File: src/rtl/pru_pkg.sv
package pru_pkg;

   localparam int SCALE_REG_W = 5;
   localparam int WIDTH_REG_W = 12;
   localparam int CSR_DATA_W  = 12;
   localparam int CSR_INDEX_W = 1;

   localparam logic [CSR_INDEX_W-1:0] CSR_SCALE    = 1'b0;
   localparam logic [CSR_INDEX_W-1:0] CSR_IN_WIDTH = 1'b1;

   localparam logic OP_NEW    = 1'b0;
   localparam logic OP_REPLAY = 1'b1;

   typedef struct packed {
      logic [7:0] red;
      logic [7:0] green;
      logic [7:0] blue;
   } pixel_type;

   typedef struct packed {
      pixel_type  pix;
      logic       replay;
      logic       err;
      logic       row_done;
      logic [1:0] pad;
   } item_type;

endpackage

File: src/rtl/pru_ifs.sv


interface pru_rsp_if;
   logic       valid;
   logic       ready;
   logic [7:0] out_blue;
   logic [7:0] out_green;
   logic [7:0] out_red;
   logic       run_last;
   logic       row_end;
   logic [1:0] pad_bytes;
   logic       seq_error;

   modport source (output valid, output out_blue, output out_green, output out_red,
                   output run_last, output row_end, output pad_bytes, output seq_error,
                   input ready);
   modport sink (input valid, input out_blue, input out_green, input out_red,
                 input run_last, input row_end, input pad_bytes, input seq_error,
                 output ready);
endinterface

File: src/rtl/pru_emit.sv
module pru_emit #(
   parameter int MAX_SCALE = 16
) (
   input  logic                     clock,
   input  logic                     reset,
   input  logic [(MAX_SCALE > 1 ? $clog2(MAX_SCALE) : 1)-1:0] scale_m1,
   input  logic                     item_valid,
   input  pru_pkg::item_type        item,
   output logic                     item_ready,
   pru_rsp_if.source                rsp_ch
);

   localparam int SW = MAX_SCALE > 1 ? $clog2(MAX_SCALE) : 1;

   logic              em_valid_ff, em_valid_in;
   logic [SW-1:0]     em_k_ff, em_k_in;
   logic [SW-1:0]     em_last_ff, em_last_in;
   pru_pkg::item_type em_item_ff, em_item_in;

   logic beat_done;
   logic at_last;
   logic run_done;

   assign at_last    = em_k_ff == em_last_ff;
   assign beat_done  = em_valid_ff && rsp_ch.ready;
   assign run_done   = beat_done && at_last;
   assign item_ready = !em_valid_ff || run_done;

   always_comb begin
      em_valid_in = em_valid_ff;
      em_k_in     = em_k_ff;
      em_last_in  = em_last_ff;
      em_item_in  = em_item_ff;
      if (item_valid && item_ready) begin
         em_valid_in = 1'b1;
         em_k_in     = '0;
         em_last_in  = item.err ? '0 : scale_m1;
         em_item_in  = item;
      end else if (run_done) begin
         em_valid_in = 1'b0;
      end else if (beat_done) begin
         em_k_in = em_k_ff + SW'(1);
      end
   end

   always_ff @(posedge clock) begin
      if (reset) begin
         em_valid_ff <= 1'b0;
         em_k_ff     <= '0;
      end else begin
         em_valid_ff <= em_valid_in;
         em_k_ff     <= em_k_in;
      end
      em_last_ff <= em_last_in;
      em_item_ff <= em_item_in;
   end

   assign rsp_ch.valid     = em_valid_ff;
   assign rsp_ch.out_blue  = em_item_ff.pix.blue;
   assign rsp_ch.out_green = em_item_ff.pix.green;
   assign rsp_ch.out_red   = em_item_ff.pix.red;
   assign rsp_ch.run_last  = at_last;
   assign rsp_ch.row_end   = at_last && em_item_ff.row_done;
   assign rsp_ch.pad_bytes = (at_last && em_item_ff.row_done) ? em_item_ff.pad : 2'd0;
   assign rsp_ch.seq_error = em_item_ff.err;

endmodule

File: src/flat_wrapper.sv
// flat-port wrapper written by rule: the top's interface ports become plain ports
module pru_emit_flat 
#(
   parameter int MAX_SCALE = 16
)
  (clock, reset, scale_m1, item_valid, item, item_ready, rsp_ch_valid, rsp_ch_out_blue, rsp_ch_out_green, rsp_ch_out_red, rsp_ch_run_last, rsp_ch_row_end, rsp_ch_pad_bytes, rsp_ch_seq_error, rsp_ch_ready);
  pru_rsp_if rsp_ch_i ();
  input  logic clock;
  input  logic reset;
  input  logic [(MAX_SCALE > 1 ? $clog2(MAX_SCALE) : 1)-1:0] scale_m1;
  input  logic item_valid;
  input  pru_pkg::item_type item;
  output logic item_ready;
  output wire logic [$bits(rsp_ch_i.valid)-1:0] rsp_ch_valid;
  output wire logic [$bits(rsp_ch_i.out_blue)-1:0] rsp_ch_out_blue;
  output wire logic [$bits(rsp_ch_i.out_green)-1:0] rsp_ch_out_green;
  output wire logic [$bits(rsp_ch_i.out_red)-1:0] rsp_ch_out_red;
  output wire logic [$bits(rsp_ch_i.run_last)-1:0] rsp_ch_run_last;
  output wire logic [$bits(rsp_ch_i.row_end)-1:0] rsp_ch_row_end;
  output wire logic [$bits(rsp_ch_i.pad_bytes)-1:0] rsp_ch_pad_bytes;
  output wire logic [$bits(rsp_ch_i.seq_error)-1:0] rsp_ch_seq_error;
  input wire logic [$bits(rsp_ch_i.ready)-1:0] rsp_ch_ready;
  assign rsp_ch_valid = rsp_ch_i.valid;
  assign rsp_ch_out_blue = rsp_ch_i.out_blue;
  assign rsp_ch_out_green = rsp_ch_i.out_green;
  assign rsp_ch_out_red = rsp_ch_i.out_red;
  assign rsp_ch_run_last = rsp_ch_i.run_last;
  assign rsp_ch_row_end = rsp_ch_i.row_end;
  assign rsp_ch_pad_bytes = rsp_ch_i.pad_bytes;
  assign rsp_ch_seq_error = rsp_ch_i.seq_error;
  assign rsp_ch_i.ready = rsp_ch_ready;
  pru_emit #(.MAX_SCALE(MAX_SCALE)) u_core (.clock(clock), .reset(reset), .scale_m1(scale_m1), .item_valid(item_valid), .item(item), .item_ready(item_ready), .rsp_ch(rsp_ch_i));
endmodule
File: config.mk
export PLATFORM = sky130hd
export DESIGN_NAME = pru_emit_flat
export DESIGN_NICKNAME = d
export VERILOG_FILES = /design/src/rtl/pru_pkg.sv /design/src/rtl/pru_ifs.sv /design/src/rtl/pru_emit.sv /design/src/flat_wrapper.sv
export SDC_FILE = /design/constraint.sdc
export NUM_CORES = 1
export LEC_CHECK = 0
export BUFFER_PORTS_ARGS = -buffer_cell sky130_fd_sc_hd__buf_2
export CORE_UTILIZATION = 49
export CTS_CLUSTER_DIAMETER = 50
export DETAILED_ROUTE_END_ITERATION = 12
export PLACE_DENSITY = 0.82
export REMOVE_ABC_BUFFERS = 1
export SKIP_LAST_GASP = 1
export SLEW_MARGIN = 15
export SYNTH_ARGS = -nofsm -noshare
export SYNTH_HDL_FRONTEND = slang
export SYNTH_SLANG_ARGS = --single-unit
File: constraint.sdc
create_clock -name clock -period 6.3 [get_ports clock]
set_input_delay 0.63 -clock clock [delete_from_list [all_inputs] [get_ports clock]]
set_output_delay 0.63 -clock clock [all_outputs]
set_load 0.05 [all_outputs]
* Yosys cells after proc, flatten, opt, wreduce, memory -nomap -nowiden
Cells that the tools add are included.
** Cells by class
- Add/sub/neg operators :: 1
- Eq/ne operators :: 1
- Mux-type cells :: 3
- Bitwise gates (word level) :: 1
- Reductions and logical operators :: 9
** Operators by type and width (number)
- 4-bit by 1-bit adder with 4-bit output (second input constant) :: 1
- 4-bit equality test :: 1
- 1-bit logical AND :: 4
- 1-bit two-way mux :: 2
- 2-bit two-way mux :: 1
- 2-bit AND reduction :: 1
- 2-bit nonzero test :: 1
- 2-bit OR reduction :: 1
- 1-bit zero test :: 1
- 1-bit logical OR :: 1
- 1-bit inverter :: 1
** Word-level totals
- Register bits after elaboration :: 37
- Bits of input ports :: 37
- Word-level logic and storage cells :: 24

* Logic depth before layout (Yosys ltp)
Gate-level depths: netlist of run 1.
- Word-level depth :: 5
- Depth in mapped cells :: 5

* Worst setup path before layout of run 1
OpenSTA, ideal clock, no wires.
- Path kind :: register to register
- From :: reg u_core.em_last_ff[2]
- To :: reg u_core.em_item_ff[0] (netlist bit) (enable)
- Library setup time :: 0.392 ns
- Data arrival time :: 2.881 ns
- Slack :: 3.028 ns
- Stages on the path, launching flop included :: 5
- Path buffers :: 0
- Path through :: edfxtp_1 > xnor2_1 > nand4_2 > o21ai_0 > and2_1
** Between the ends
- Longest elaborated chain between the ends :: 4
** Ends and longest elaborated chain
- start: declaration :: line pru_emit.sv:17 : logic [SW-1:0] em_last_ff, em_last_in;
- start signal: assignment :: line pru_emit.sv:54 : em_last_ff <= em_last_in;
- 4-bit equality test :: line pru_emit.sv:24 : assign at_last = em_k_ff == em_last_ff;
- 1-bit logical AND :: line pru_emit.sv:26 : assign run_done = beat_done && at_last;
- 1-bit logical OR :: line pru_emit.sv:27 : assign item_ready = !em_valid_ff || run_done;
- named net item_ready :: line flat_wrapper.sv:13 : output logic item_ready;
- 1-bit logical AND :: line pru_emit.sv:34 : if (item_valid && item_ready) begin
- end signal: assignment :: line pru_emit.sv:55 : em_item_ff <= em_item_in;
- end: declaration :: line pru_emit.sv:18 : pru_pkg::item_type em_item_ff, em_item_in;
The timed path passes the listed nets, and every way through them passes these cells.
A chain may end at the register's enable or synchronous reset.

* Worst setup path after layout of run 1
- From :: reg u_core.em_last_ff[3]
- To :: out item_ready
** Between the ends
- Longest elaborated chain between the ends :: 3
** Ends and longest elaborated chain (line)
- 4-bit equality test :: pru_emit.sv:24
- 1-bit logical AND :: pru_emit.sv:26
- 1-bit logical OR :: pru_emit.sv:27
- end: declaration :: flat_wrapper.sv:13
No other way between the ends.

==> results.cfg, run 1 <==
[grt]
grt_antenna_before_repair = 0
grt_pass1_vias = 870
grt_pass1_wl_um = 3594
grt-ovfl-total = 0
grtUsageTotal = 0.1608
grt_max_degree = 33

[detailed_routing]
dr.pass1.iters = 8
ant_nets = 0
wl_per_cell_um = 13.18
route.detailed.drc = 6
via_count = 870
viasPerCell = 4.860
drt_iter0_markers = 34
wl_um = 2360

[sta]
timing.final.crit_period_ps = 2441
setup-tns-final_ps = 0
clock_skew_ps = 7.568
max_freq_mhz = 409.6
drv_slew = 0
finalHoldViolCount = 0
worst_pin_slew_ps = 517.3
fin_crit_sh = 0.3875
setup_viol = 0
fin_ws_ps = 3859
maxSlewHeadroom = 0.6522
rsz0062_at_grt = false

[synthesis]
async_flop_share = 0
synth.top_cell.area_share = 0.6497
syn_inst = 97
ys_seq_area_frac = 0.7174
yosysMostFrequentCell = edfxtp_1
yosys_warnings = 0
ys_ff_latch = 37
synth_common_cells = 32 x edfxtp_1, 24 x buf_4, 5 x dfxtp_1, 5 x xnor2_1
synth-edff-count = 32
syn_area_um2 = 1479
synth_area_leaders = edfxtp_1 65%, buf_4 12%, dfxtp_1 6.8%, xnor2_1 3.0%, nor2b_1 1.7%
ys_types = 22
avgSynthCellArea_um2 = 15.25
synth_top_area_cell = edfxtp_1
synth_ff_type = edfxtp_1

[worst_setup_path]
cp.arrival_ps = 1810
critPathKind = register to output pin
endpoint_kind = output pin
reg2reg_from = u_core.em_last_ff[3]
r2r-end = u_core.rsp_ch.out_red[6]
required_ps = 5670
ff2ff_setup_slack_ps = 4280
cp_max_fo = 3
worstSetupStartpointType = register
worstRegToRegCells = 5

[status]
violations = DRC
status = finished with violations

[run]
drv_cap = 0

[layout]
nets = 185
syn_to_final_growth_pct = 18.61
drive_gt1_frac = 0.5405
regArea_um2 = 1061
antennaDiodeCount = 0
fillCellCount = 222
fin_cells = 179
multi_input_area_um2 = 222.7

[pwr]
leakagePower_nw = 0.7446
switching_share = 0.2614
p_per_area_nw_per_um2 = 295.7
peakVddDrop_v = 0.0001914
clockPowerShare = 0.305
comb_power_share = 0.144
seqPwrFrac = 0.551
p_int_mw = 0.3831
switchingPower_mw = 0.1356

[clock_network]
clk_latency_ps = 330
cts_made_buffers = 5
root_buffer = clkbuf_4
ctsHtreeMaxLevel = 2
clkTransAtPathRegs_ps = 100
cts_sinks = 37
cts_resized = 0
cts_setup_buffers = 0
cts_tree = done
clockBufferDepth = 2
cts.hold.buffers_added = 0

[min_path]
hold_class = primary input to register
holdPathStages = 2
hp-start = reset
hold_end = u_core.rsp_ch.valid

[die]
die_x_um = 56.94
fp.dieArea_um2 = 3242
rows = 19
fp.dieH_um = 56.94
pin_count = 68
initial_utilization = 0.5272
coreArea_um2 = 2805

[placed_design]
place_ws_ps = 4226
gp_congestion = 0.7337
hpwl_um = 1771
dp_cells = 171
port_buffers = 66
==> stage by stage <==
step	area (um^2)	util	total power, mW	hold WS, ps
2_1_floorplan	1299	-	0.3425	464.3
3_3_place_gp	1675	0.5972	0.3643	481.9
3_5_place_dp	1675	0.5972	0.3669	497.0
4_1_cts	1754	0.6253	0.5224	442.1
5_1_grt	1754	0.6253	0.5359	428.0
6_report	1754	0.6253	0.5187	458.0
==> cell families after synthesis <==
| group | after synthesis | synth area share |
|---|---|---|
| xor+xnor | 5 | 0.02961 |
| flops | 37 | 0.7174 |
| buf+inv | 28 | 0.1320 |
| mux | 1 | 0.006768 |
| fa+ha+maj | 1 | 0.008459 |
| simple gates | 16 | 0.06938 |
| compound gates | 9 | 0.03638 |
==> metal layers <==
metal,GRT usage,vias to the layer above,part of all wire
li1,-,422,-
met1,0.1498,392,0.37
met2,0.2588,47,0.50
met3,0.08844,9,0.093
met4,0.1289,0,0.034
met5,0,-,0
==> placed cells by master, fill, tap and decap left out, drive strengths merged, types with 4 or more instances in the layout <==
master	synthesis	final
edfxtp	32	32
clkbuf	0	5
inv	4	4
a21oi	4	4
dfxtp	5	5
xnor2	5	5
nor2b	4	4
buf	24	67
==> critical path, stage by stage, from the launching register on <==
cell and delay (ps):
edfxtp_1 420, xnor2_1 270, nand4_2 190, o21ai_0 280
buf_2 320
==> how the worst max path moves through the flow <==
stage,slack [ps],cells after the start,start,endpoint
6_report,3860,4,u_core.em_last_ff[3],item_ready
3_5_place_dp,4230,4,u_core.em_last_ff[3],item_ready
2_1_floorplan,3030,4,u_core.em_last_ff[2],u_core.em_item_ff[0]
4_1_cts,3850,4,u_core.em_last_ff[3],item_ready
3_3_place_gp,4350,4,u_core.em_last_ff[2],item_ready
5_1_grt,3720,4,u_core.em_last_ff[3],item_ready
==> flip-flops by register name, indices dropped and copies added (netlist names) <==
signal                   cells
u_core.rsp_ch.out_blue       8
u_core.rsp_ch.out_green      8
u_core.rsp_ch.valid          1
u_core.rsp_ch.out_red        8
u_core.rsp_ch.seq_error      1
u_core.em_last_ff            4
u_core.em_item_ff            3
u_core.em_k_ff               4
==> cell type report <==
type,instances,share of cell area
inverter,4,0.008559
sequential,37,0.6049
clock buffer,5,0.02140
multi-input combinational,32,0.1270
timing repair buffer,67,0.1926
clock inverter,3,0.02354
tap,31,0.02211
==> power by group through the flow <==
stage / clock [mW] / combinational (mW) / sequential, mW
floorplan: 0 / 0.0167 / 0.326
global placement: 0 / 0.0737 / 0.291
detailed placement: 0 / 0.0753 / 0.292
CTS: 0.161 / 0.0753 / 0.286
global route: 0.170 / 0.0789 / 0.287
finish: 0.158 / 0.0748 / 0.286
Note: power is estimated with default switching activity, not from simulation.
==> run 2, diff against run 1 <==
CORE_UTILIZATION = 45   (was 49)
PLACE_DENSITY = 0.76   (was 0.82)
clock period = 2.3 ns   (was 6.3 ns; I/O delays follow)
==> run 2 against run 1 <==
  * The run now ends clean
  * Largest power group unchanged
  * Die area increased by 8.6%
  * Via count increased by 2.0%
  * Critical endpoint unchanged
  * Sequential cell count is the same
  * Setup slack got worse by 3500 ps
==> results.cfg, run 2 (same netlist as run 1, synthesis figures left out) <==
[clock_network]
clkTransAtPathRegs_ps = 120
cts_setup_buffers = 0
root_buffer = clkbuf_4
cts_resized = 0
ctsHtreeMaxLevel = 2
cts_made_buffers = 5
cts.hold.buffers_added = 0
clockBufferDepth = 2
clk_latency_ps = 340
cts_sinks = 37
cts_tree = done

[layout]
final_cell_mix = 66 x buf_2, 32 x edfxtp_1, 5 x xnor2_1, 5 x clkbuf_4, 5 x dfxtp_1
design_area_um2 = 1810
layout_commonest_cell = buf_2
drive_gt1_frac = 0.5473
antennaDiodeCount = 0
fillCellCount = 251
nets = 185
regArea_um2 = 1061
multi_input_area_um2 = 222.7
syn_to_final_growth_pct = 22.42

[placed_design]
port_buffers = 66
place_area_um2 = 1704
hpwl_um = 1953
gp_congestion = 0.6869

[sta]
clock_skew_ps = 9.888
finalHoldViolCount = 0
drv_slew = 0
setup_viol = 0
rsz0062_at_grt = false
worst_pin_slew_ps = 545.5
maxSlewHeadroom = 0.6332
max_freq_mhz = 506.3
timing.final.crit_period_ps = 1975
fin_crit_sh = 0.8587

[worst_setup_path]
required_ps = 2070
slowest_stage = edfxtp_1
cp.arrival_ps = 1740
critPathKind = register to output pin
crit_start = u_core.em_last_ff[3]
reg2reg_from = u_core.em_last_ff[3]
max_stage_delay_ps = 410
endpoint_kind = output pin
cp_max_fo = 3
worstSetupStartpointType = register
path_cells = xnor2_1, nand4_2, o21ai_0, buf_2

[die]
pin_count = 68
die_x_um = 59.33
fp.dieH_um = 59.33
rows = 20
coreArea_um2 = 3078
fp.dieArea_um2 = 3519
initial_utilization = 0.4805

[pwr]
p_int_mw = 1.169
switchingPower_mw = 0.3873
seqPwrFrac = 0.503
p_total_mw = 1.557
switching_share = 0.2488
peakVddDrop_v = 0.0006842
leakagePower_nw = 0.7656
clockPowerShare = 0.362
p_per_area_nw_per_um2 = 859.8
comb_power_share = 0.135

[detailed_routing]
via_count = 887
viasPerCell = 4.620
dr.pass1.iters = 4
route.detailed.drc = 0
ant_nets = 0
wl_per_cell_um = 13.26
wl_um = 2546
drt_iter0_markers = 14

[min_path]
hold_class = primary input to register
hp-start = item[28]

[grt]
grt_pass1_vias = 890
grt_antenna_before_repair = 0
grt_pass1_wl_um = 3677
grt-ovfl-total = 0
grtUsageTotal = 0.1513
grt_max_degree = 33

[status]
status = finished clean

[run]
drv_cap = 0
## run 2: critical path: cells and delay by family, from the launching register on
kind	cells	cell delay (ps)
compound gates	1	290
xor+xnor	1	230
buf+inv	1	330
flops	1	410
simple gates	1	170
## run 2: per-stage QoR
step                      utilization  worst slack [ps]  instances  setup TNS, ps  hold slack [ps]
after detailed placement       0.5537             498.7        184              0            407.1
after global routing           0.5882             163.0        192              0            31.19
after global placement         0.5537             577.3        184              0            403.9
final                          0.5882             325.0        192              0            51.83
after CTS                      0.5882             306.7        192              0            37.26
after floorplan                     -            -972.5         73         -31120            299.1
## run 2: final cells by class
type	count	area share
sequential	37	0.5860
inverter	4	0.008293
clock buffer	5	0.02073
tap	44	0.03041
timing repair buffer	67	0.1935
clock inverter	3	0.03801
multi-input combinational	32	0.1230
## run 2: routing by layer
metal | up-vias | track usage | wire length, um
met4 | 0 | 0.1020 | 63
met3 | 7 | 0.05895 | 217
met1 | 418 | 0.1362 | 874
li1 | 421 | - | -
met2 | 41 | 0.2745 | 1391
met5 | - | 0 | 0
## run 2: final timing paths
path	to	slack, ps	depth (start not counted)
setup / recovery	item_ready	330	4
hold / removal	u_core.rsp_ch.out_red[7]	50	1
setup reg to reg	u_core.rsp_ch.out_blue[1]	490	5
hold reg to reg	u_core.em_k_ff[3]	520	2
## run 2: power groups by stage
stage | clock network [mW] | registers (mW) | logic (mW)
3_5_place_dp | 0 | 0.798 | 0.211
2_1_floorplan | 0 | 0.892 | 0.0457
3_3_place_gp | 0 | 0.796 | 0.207
5_1_grt | 0.599 | 0.786 | 0.220
6_report | 0.564 | 0.783 | 0.210
4_1_cts | 0.572 | 0.783 | 0.211
